<file path="config.mk">
export PLATFORM = sky130hd
export DESIGN_NAME = pcx_rle_line_encoder
export DESIGN_NICKNAME = d
export VERILOG_FILES = /design/src/rtl/pcx_pkg.sv /design/src/rtl/pcx_front.sv /design/src/rtl/pcx_queue.sv /design/src/rtl/pcx_back.sv /design/src/rtl/pcx_rle_line_encoder.sv
export SDC_FILE = /design/constraint.sdc
export NUM_CORES = 1
export LEC_CHECK = 0
export BUFFER_PORTS_ARGS = -buffer_cell sky130_fd_sc_hd__buf_4
export CAP_MARGIN = 20
export CORE_MARGIN = 2
export CORE_UTILIZATION = 55
export CTS_BUF_LIST = sky130_fd_sc_hd__clkbuf_8
export DETAILED_ROUTE_END_ITERATION = 10
export GPL_TIMING_DRIVEN = 0
export PLACE_DENSITY = 0.72
export SLEW_MARGIN = 25
export SYNTH_ARGS = -nofsm -noshare
export SYNTH_HDL_FRONTEND = slang
export SYNTH_SLANG_ARGS = --single-unit
export TNS_END_PERCENT = 1
</file>
<file path="constraint.sdc">
create_clock -name clk -period 11.52 [get_ports clk]
set_input_delay 2.304 -clock clk [delete_from_list [all_inputs] [get_ports clk]]
set_output_delay 2.304 -clock clk [all_outputs]
set_load 0.02 [all_outputs]
</file>
<file path="src/rtl/pcx_pkg.sv">
// Shared types, constants and the run-code helper for the PCX line encoder.
// No dependencies; imported by every module of the block.
package pcx_pkg;

	localparam logic [5:0] MAX_RUN     = 6'd63;
	localparam logic [7:0] COUNT_MARK  = 8'hC0;
	localparam int         QUEUE_DEPTH = 4;
	localparam int         QPTR_W      = $clog2(QUEUE_DEPTH);
	localparam int         QCNT_W      = $clog2(QUEUE_DEPTH + 1);

	// Up to four code bytes caused by one input word.
	typedef struct packed {
		logic [3:0][7:0] bytes;
		logic [2:0]      cnt;
	} code_cmd_t;

	// Code bytes of one finished run.
	typedef struct packed {
		logic [1:0][7:0] bytes;
		logic [1:0]      cnt;
	} run_code_t;

	// Encode a run: nothing when empty, literal for a plain single byte,
	// else count byte then value.
	function automatic run_code_t run_code(input logic [7:0] val, input logic [5:0] len);
		run_code_t rc;
		rc.bytes = '0;
		rc.cnt   = 2'd0;
		if (len == 6'd0) begin
			rc.cnt = 2'd0;
		end else if (len == 6'd1 && (val & COUNT_MARK) != COUNT_MARK) begin
			rc.bytes[0] = val;
			rc.cnt      = 2'd1;
		end else begin
			rc.bytes[0] = COUNT_MARK | {2'b00, len};
			rc.bytes[1] = val;
			rc.cnt      = 2'd2;
		end
		return rc;
	endfunction

endpackage

</file>
<file path="src/rtl/pcx_front.sv">
// Front end: accepts data words, tracks the current run and forms the
// code bytes each word causes. Depends on pcx_pkg.
module pcx_front (
	input  logic               clk,
	input  logic               arst_n,
	input  logic               take,
	input  logic [7:0]         data_byte,
	input  logic               line_end,
	output pcx_pkg::code_cmd_t cmd,
	output logic               cmd_valid
);
	import pcx_pkg::*;

	logic [7:0] run_value_q;
	logic [5:0] run_length_q;
	logic       line_open_q;

	logic [7:0] nxt_value;
	logic [5:0] nxt_length;
	run_code_t  first_rc;
	run_code_t  end_rc;

	// Run update for this word, and the first group of code bytes
	always_comb begin
		first_rc   = '0;
		nxt_value  = run_value_q;
		nxt_length = run_length_q;
		if (!line_open_q) begin
			nxt_value  = data_byte;
			nxt_length = 6'd1;
		end else if (data_byte == run_value_q) begin
			if (run_length_q == MAX_RUN - 6'd1) begin
				first_rc.bytes[0] = COUNT_MARK | {2'b00, MAX_RUN};
				first_rc.bytes[1] = run_value_q;
				first_rc.cnt      = 2'd2;
				nxt_length        = 6'd0;
			end else begin
				nxt_length = run_length_q + 6'd1;
			end
		end else begin
			first_rc   = run_code(run_value_q, run_length_q);
			nxt_value  = data_byte;
			nxt_length = 6'd1;
		end
	end

	// Line end flushes what is left of the run
	always_comb begin
		end_rc = '0;
		if (line_end) begin
			end_rc = run_code(nxt_value, nxt_length);
		end
	end

	// Pack both groups into one command
	always_comb begin
		cmd       = '0;
		cmd.cnt   = {1'b0, first_rc.cnt} + {1'b0, end_rc.cnt};
		cmd.bytes[0] = first_rc.bytes[0];
		cmd.bytes[1] = first_rc.bytes[1];
		if (first_rc.cnt == 2'd0) begin
			cmd.bytes[0] = end_rc.bytes[0];
			cmd.bytes[1] = end_rc.bytes[1];
		end else if (first_rc.cnt == 2'd1) begin
			cmd.bytes[1] = end_rc.bytes[0];
			cmd.bytes[2] = end_rc.bytes[1];
		end else begin
			cmd.bytes[2] = end_rc.bytes[0];
			cmd.bytes[3] = end_rc.bytes[1];
		end
		cmd_valid = take && (cmd.cnt != 3'd0);
	end

	// Run state
	always_ff @(posedge clk or negedge arst_n) begin
		if (!arst_n) begin
			run_value_q  <= 8'd0;
			run_length_q <= 6'd0;
			line_open_q  <= 1'b0;
		end else if (take) begin
			run_value_q  <= nxt_value;
			run_length_q <= line_end ? 6'd0 : nxt_length;
			line_open_q  <= !line_end;
		end
	end

endmodule

</file>
<file path="src/rtl/pcx_queue.sv">
// Short command queue between front and back end, register based.
// Depends on pcx_pkg.
module pcx_queue (
	input  logic               clk,
	input  logic               arst_n,
	input  logic               push,
	input  pcx_pkg::code_cmd_t push_cmd,
	input  logic               pop,
	output pcx_pkg::code_cmd_t head_cmd,
	output logic               not_empty,
	output logic               not_full
);
	import pcx_pkg::*;

	code_cmd_t           entry_q [QUEUE_DEPTH];
	logic [QPTR_W-1:0]   wr_ptr_q;
	logic [QPTR_W-1:0]   rd_ptr_q;
	logic [QCNT_W-1:0]   count_q;

	function automatic logic [QPTR_W-1:0] ptr_inc(input logic [QPTR_W-1:0] p);
		return (p == QPTR_W'(QUEUE_DEPTH - 1)) ? '0 : p + QPTR_W'(1);
	endfunction

	assign not_empty = (count_q != '0);
	assign not_full  = (count_q != QCNT_W'(QUEUE_DEPTH));
	assign head_cmd  = entry_q[rd_ptr_q];

	// Entry storage
	always_ff @(posedge clk) begin
		if (push) begin
			entry_q[wr_ptr_q] <= push_cmd;
		end
	end

	// Pointers and fill count
	always_ff @(posedge clk or negedge arst_n) begin
		if (!arst_n) begin
			wr_ptr_q <= '0;
			rd_ptr_q <= '0;
			count_q  <= '0;
		end else begin
			if (push) begin
				wr_ptr_q <= ptr_inc(wr_ptr_q);
			end
			if (pop) begin
				rd_ptr_q <= ptr_inc(rd_ptr_q);
			end
			if (push && !pop) begin
				count_q <= count_q + QCNT_W'(1);
			end else if (pop && !push) begin
				count_q <= count_q - QCNT_W'(1);
			end
		end
	end

endmodule

</file>
<file path="src/rtl/pcx_back.sv">
// Back end: walks the head command one code byte per word and flags the
// last byte. Depends on pcx_pkg.
module pcx_back (
	input  logic               clk,
	input  logic               arst_n,
	input  pcx_pkg::code_cmd_t head_cmd,
	input  logic               head_valid,
	output logic               pop,
	output logic [7:0]         code_byte,
	output logic               last,
	output logic               code_valid,
	input  logic               code_ready
);
	import pcx_pkg::*;

	logic [1:0] idx_q;

	assign code_valid = head_valid;
	assign code_byte  = head_cmd.bytes[idx_q];
	assign last       = ({1'b0, idx_q} == head_cmd.cnt - 3'd1);
	assign pop        = code_valid && code_ready && last;

	// Byte index within the head command
	always_ff @(posedge clk or negedge arst_n) begin
		if (!arst_n) begin
			idx_q <= 2'd0;
		end else if (code_valid && code_ready) begin
			idx_q <= last ? 2'd0 : idx_q + 2'd1;
		end
	end

endmodule

</file>
<file path="src/rtl/pcx_rle_line_encoder.sv">
// Top level of the PCX run-length line encoder: front end, command queue
// and back end. Depends on pcx_pkg, pcx_front, pcx_queue, pcx_back.
//
//  channel  | handshake               | payload
//  ---------+-------------------------+----------------------
//  data     | data_valid / data_ready | data_byte, line_end
//  code     | code_valid / code_ready | code_byte, last
//
// One data word is taken per cycle while the command queue has room; each
// word's code bytes (zero to four) go out one per cycle from the back end
// while code_ready is high, so the output port sets the sustained rate on
// runs that break often. Code bytes are registered in the command queue.
// Reset clears the run state and empties the queue; the two sides stall
// independently, up to four commands deep.
module pcx_rle_line_encoder (
	input  logic       clk,
	input  logic       arst_n,
	input  logic       data_valid,
	output logic       data_ready,
	input  logic [7:0] data_byte,
	input  logic       line_end,
	output logic       code_valid,
	input  logic       code_ready,
	output logic [7:0] code_byte,
	output logic       last
);
	import pcx_pkg::*;

	code_cmd_t front_cmd;
	code_cmd_t head_cmd;
	logic      front_push;
	logic      head_valid;
	logic      q_not_full;
	logic      q_pop;
	logic      take;

	assign data_ready = q_not_full;
	assign take       = data_valid && data_ready;

	pcx_front u_front (
		.clk       (clk),
		.arst_n    (arst_n),
		.take      (take),
		.data_byte (data_byte),
		.line_end  (line_end),
		.cmd       (front_cmd),
		.cmd_valid (front_push)
	);

	pcx_queue u_queue (
		.clk       (clk),
		.arst_n    (arst_n),
		.push      (front_push),
		.push_cmd  (front_cmd),
		.pop       (q_pop),
		.head_cmd  (head_cmd),
		.not_empty (head_valid),
		.not_full  (q_not_full)
	);

	pcx_back u_back (
		.clk        (clk),
		.arst_n     (arst_n),
		.head_cmd   (head_cmd),
		.head_valid (head_valid),
		.pop        (q_pop),
		.code_byte  (code_byte),
		.last       (last),
		.code_valid (code_valid),
		.code_ready (code_ready)
	);

endmodule

</file>
Word level (Yosys, flattened, before mapping)
Memory sizes are Yosys's and may differ from the RTL's.
Index checks and enable logic that the tools add are counted.
{"block": "word_totals", "ff_bits": 24, "latchBits": 0, "mem_bits_rw": 140, "mem_bits_ro": 0, "inputBits": 13, "output_inout_bits": 11, "elab_cells": 78, "n_memories": 1}
{"block": "op_classes", "add_sub_neg": 8, "n_mul": 0, "div": 0, "order_cmp": 1, "n_eq_ne": 11, "n_shift": 0, "muxes": 33, "n_bitwise": 0, "reduce_logical": 17}
{"name": "u_queue.entry_q", "words": 4, "word_bits": 35, "rd": 1, "rd_ports_with_merged_regs": 0, "wr": 1, "line_no": "pcx_queue.sv:15", "rtl": "code_cmd_t entry_q [QUEUE_DEPTH];"}
{"cell": "$mux W8", "count": 10}
{"cell": "$mux W18", "count": 4}
{"cell": "$mux W16", "count": 3}
{"cell": "$mux W6", "count": 4}
{"cell": "$mux W10", "count": 2}
{"cell": "$bmux W8 S2", "count": 1}
{"cell": "$eq A6 B1 Y1 const B", "count": 2}
{"cell": "$logic_not A6 Y1", "count": 2}
{"cell": "$mux W2", "count": 5}
{"cell": "$eq A8 B8 Y1", "count": 1}
{"cell": "$logic_and A1 B1 Y1", "count": 8}
{"cell": "$add A2 B1 Y2 const B", "count": 3}
{"cell": "$add A6 B1 Y6 const B", "count": 1}
{"cell": "$eq A6 B6 Y1 const B", "count": 1}
{"cell": "$mux W3", "count": 2}
{"cell": "$reduce_bool A3 Y1", "count": 2}
{"cell": "$sub A3 B1 Y3 const B", "count": 2}
{"cell": "$eq A2 B2 Y1 const B", "count": 2}
{"cell": "$ne A2 B2 Y1 const B", "count": 2}
{"cell": "$add A2 B2 Y3", "count": 1}
{"cell": "$add A3 B1 Y3 const B", "count": 1}
{"cell": "$eq A2 B3 Y1", "count": 1}
{"cell": "$logic_not A1 Y1", "count": 3}
{"cell": "$lt A2 B3 Y1 const B", "count": 1}
{"cell": "other kinds (5)", "count": 6}

Depth between registers and ports, before layout
{"block": "logic_depth", "ltp_word": 16, "mapped_depth": 17, "ltp_nobuf": 17}

By module
A second synthesis with hierarchy kept.
{"block": "unflattened", "cells_unflattened": 476, "hier_area_um2": 7711.1}
{"module": "pcx_queue", "n_inst": 1, "cells_each": 221, "area_per_inst_um2": 5522.8, "seq_area_each_um2": 4379.2}
{"module": "pcx_front", "n_inst": 1, "cells_each": 224, "area_per_inst_um2": 1785.5, "seq_area_each_um2": 375.4}
{"module": "pcx_back", "n_inst": 1, "cells_each": 30, "area_per_inst_um2": 396.6, "seq_area_each_um2": 50.0}
{"module": "pcx_rle_line_encoder", "n_inst": 1, "cells_each": 1, "area_per_inst_um2": 6.3, "seq_area_each_um2": 0.0}

Worst setup path after synthesis
No wires, ideal clock.
{"block": "synth_timing", "path_kind": "input to register", "start": "input data_byte[6]", "end": "memory u_queue.entry_q[0][0] in the netlist's numbering (enable)", "setup_ns": 0.395, "arrival_ns": 5.301, "t_required_ns": 11.125, "setup_slack_ns": 5.823, "cell_stages": 12, "n_path_buf": 1, "cell_sequence": "buf_2 xor2_1 nor3_1 and3_1 o31ai_4 and2_1 ha_1 inv_1 fa_1 inv_1 o311a_1 and2_1"}
{"element": "start, declared", "line_no": "pcx_rle_line_encoder.sv:20", "rtl": "input logic [7:0] data_byte,"}
{"element": "end, declared", "line_no": "pcx_queue.sv:15"}

==> results_dict.tcl <==
set metrics [dict create \
    drt_first_pass_iters 5 \
    worstHoldEndpoint "u_front.line_open_q" \
    synth_warnings 0 \
    crit_path_max_incr_delay_ps 460 \
    intPower_mw 1.24 \
    total_power_mw 1.88 \
    grt_first_pass_wirelength_um 25000 \
    first_global_vias 4412 \
    std_cell_rows 42 \
    worstReg2RegEnd "u_queue.count_q[2]" \
    min_path_type "reg -> reg" \
    power_switching_mw 0.639 \
    die_h_um 121 \
    p_sw_frac 0.340 \
    antenna_found_initial 0 \
    grt_max_degree 25 \
    p_comb_frac 0.370 \
    rsz0062_at_grt "no" \
    nNetsFinal 527 \
    yosys.area_share.simple 0.0735 \
    drive_gt1_frac 0.269 \
    cts_resized 0 \
    clock_latency_ps 440 \
    layout.cells.non_filler 689 \
    n_fill_cell 995 \
    startpoint "line_end" \
    met1_usage 0.334 \
    cp.arrival_ps 6060 \
    die_w_um 121 \
    synth_seq_cells 164 \
    place_area_sq_um 7940 \
    endpoint_kind "register" \
    area_growth_pct 11.1 \
    ant_nets 0 \
    dp_hpwl_um 10700 \
    holdPathStages 2 \
    synth_flop_cell "edfxtp_1" \
    hp-start "u_front.line_open_q" \
    postSynthCellCount 456 \
    cp_common_cell "inv_1" \
    cts_tree "yes" \
    syn-cell-area_sq_um 7470 \
    syn_nets 483 \
    finalMaxSlewViolations 0 \
    final_cell_mix "edfxtp_1, mux4_2, nand2_1" \
    ys_seq_area_frac 0.643 \
    h-tree-depth 4 \
    crit_type "in -> reg" \
    clk_pin_slew_ps 80 \
    insertedDiodeCount 0 \
    port_buffers 21 \
    fmax_ghz 0.175 \
    synth_compound_area_frac 0.0757 \
    globalRouteOverflowTotal 0 \
    syn_area_per_cell_sq_um 16.4 \
    grtUsageMet3 0.0580 \
    synth_xor_area_frac 0.0209 \
    cap_violations 0 \
    worstPathRequired_ps 11870 \
    min_period_ps 5700 \
    path_cells "clkbuf_1, clkinv_1, a21oi_1, and2_1, ha_1, inv_1, fa_1, inv_1, o311a_1, ha_1, inv_1, fa_1, xor2_1, nor2_1, xor2_1" \
    fin_setup_tns_ps 0 \
    drtIter0Drc 459 \
    power.density_nw_per_um2 226 \
    fin_skew_ps 7.86 \
    layout_commonest_cell "edfxtp_1" \
    critPathMaxFanout 10 \
    worst_setup_path_start_kind "primary input" \
    vias 4287 \
    coreArea_sq_um 13200 \
    wl_um 15600 \
    cts_setup_buffers 0 \
    grt.met2_usage 0.374 \
    busiest_layer "met2" \
    rrSetupSlack_ps 7270 \
    ios 24 \
    place_congestion 0.939 \
    grt_usage 0.236 \
    stdcell_area_sq_um 8300 \
    numCtsBuffers 17 \
    cts_root_buffer "clkbuf_8" \
    wl_per_cell_um 22.7 \
    synthMuxAreaShare 0.137 \
    ir_drop_v 0.0000791 \
    cts.sinks 164 \
    r2r_start "u_front.run_length_q[1]" \
    seqPwrFrac 0.428 \
    viasPerCell 6.22 \
    slew_headroom 0.372 \
    ys_async_sr_fraction 0.146 \
    pwr-share-clk 0.202 \
    die_area_sq_um 14500 \
    start_util 0.564 \
    synth_edf_count 140 \
    holdBufCountCts 0 \
    worst-r2r-cell-count 17 \
    yosys.area_share.adder 0.0255 \
    hold_viol 0 \
    leakagePower_nw 2.96 \
    worstMarginPinSlew_ps 941 \
    cts_buffer_depth 2 \
    period_share 0.495 \
    outcome "finished, final reports clean" \
    synth_cell_types 66 \
    synth_top_family_by_area "multiplexers" \
    slowest_stage "clkinv_1" \
    placedCellCount 657 \
    drc 0 \
    setup_viol 0 \
]
==> critical path, delay by kind of cell <==
kind / cells / cell delay [ps]
adder cells (fa/ha/maj): 4 / 1230
buffers and inverters: 5 / 1170
XOR/XNOR: 2 / 340
AO/OA/AOI/OAI: 2 / 690
AND/OR/NAND/NOR: 2 / 320
==> power by group through the flow <==
stage                     combinational (mW)  clock, mW  sequential [mW]
after CTS                              0.704      0.389            0.804
after global placement                 0.668          0            0.813
after global routing                   0.754      0.411            0.812
after floorplan                        0.490          0            0.801
final                                  0.695      0.379            0.804
after detailed placement               0.700          0            0.816
==> cell families after synthesis <==
logic type | count (synthesis)
and+or+nand+nor | 96
buffers and inverters | 41
DFF | 164
muxes | 48
AOI/OAI and AO/OA | 76
adders and majority gates | 14
xor gates and xnor gates | 17
==> worst max-delay path by stage <==
stage / cells after the start / slack, ps / end
floorplan: 12 / 5820 / u_queue.entry_q[0][0]
global placement: 10 / 4790 / u_queue.entry_q[0][24]
detailed placement: 15 / 5410 / u_queue.count_q[2]
CTS: 15 / 5900 / u_queue.count_q[2]
global route: 15 / 5530 / u_queue.count_q[2]
finish: 15 / 5820 / u_queue.count_q[2]
==> per-layer routing <==
layer  wire [um]  share of wire
met5           0              0
met4         179          0.011
met3        1370          0.087
met2        7490           0.48
met1        6610           0.42
==> per-stage QoR <==
stage / utilization / worst slack [ps] / hold slack, ps
after floorplan: - / 5820 / 455
after global placement: 0.593 / 4790 / 469
after detailed placement: 0.599 / 5410 / 520
after CTS: 0.627 / 5900 / 535
after global routing: 0.627 / 5530 / 550
final: 0.627 / 5820 / 530
==> cells in the mapped netlist, types with 2 or more instances <==
library cell | number | area (sq um)
nand2_1 | 33 | 124
o22ai_1 | 2 | 12.5
o211ai_1 | 2 | 15.0
edfxtp_1 | 140 | 4200
mux2_1 | 2 | 22.5
xnor2_1 | 4 | 35.0
o221ai_1 | 4 | 35.0
a211o_1 | 4 | 35.0
a22o_1 | 7 | 61.3
clkbuf_1 | 9 | 33.8
nor4_4 | 2 | 42.5
o2111a_2 | 2 | 25.0
nand4_1 | 2 | 12.5
nor3_2 | 2 | 20.0
a21oi_1 | 9 | 45.0
nor3_1 | 10 | 50.1
buf_2 | 7 | 35.0
a21o_1 | 3 | 22.5
buf_6 | 2 | 22.5
inv_1 | 20 | 75.1
mux2_2 | 3 | 33.8
nor2_1 | 10 | 37.5
o21ai_0 | 20 | 100
fa_1 | 2 | 40.0
xor2_1 | 12 | 105
and3_1 | 3 | 18.8
nor4_1 | 4 | 25.0
and2_1 | 14 | 87.6
ha_1 | 12 | 150
o31ai_1 | 2 | 15.0
mux4_2 | 43 | 968
nand2b_1 | 3 | 18.8
dfrtp_1 | 24 | 601
nand3_1 | 3 | 15.0
o21ai_1 | 3 | 15.0
a31oi_2 | 2 | 25.0
==> flip-flops by register name, indices dropped and copies added (netlist names) <==
name,count
u_front.run_value_q,8
u_queue.entry_q,140
u_front.line_open_q,1
u_back.idx_q,2
u_queue.wr_ptr_q,2
u_queue.count_q,3
u_queue.rd_ptr_q,2
u_front.run_length_q,6
==> area by class of cell <==
cell class | count | area (sq um) | area share
sequential | 164 | 4800 | 0.579
timing repair buffer | 25 | 238 | 0.0286
buffer | 19 | 98.8 | 0.0119
clock inverter | 15 | 131 | 0.0158
multi-input combinational | 251 | 2490 | 0.300
tap | 176 | 220 | 0.0265
clock buffer | 17 | 234 | 0.0282
inverter | 22 | 82.6 | 0.00995
Power figures use the tool's default switching activity.
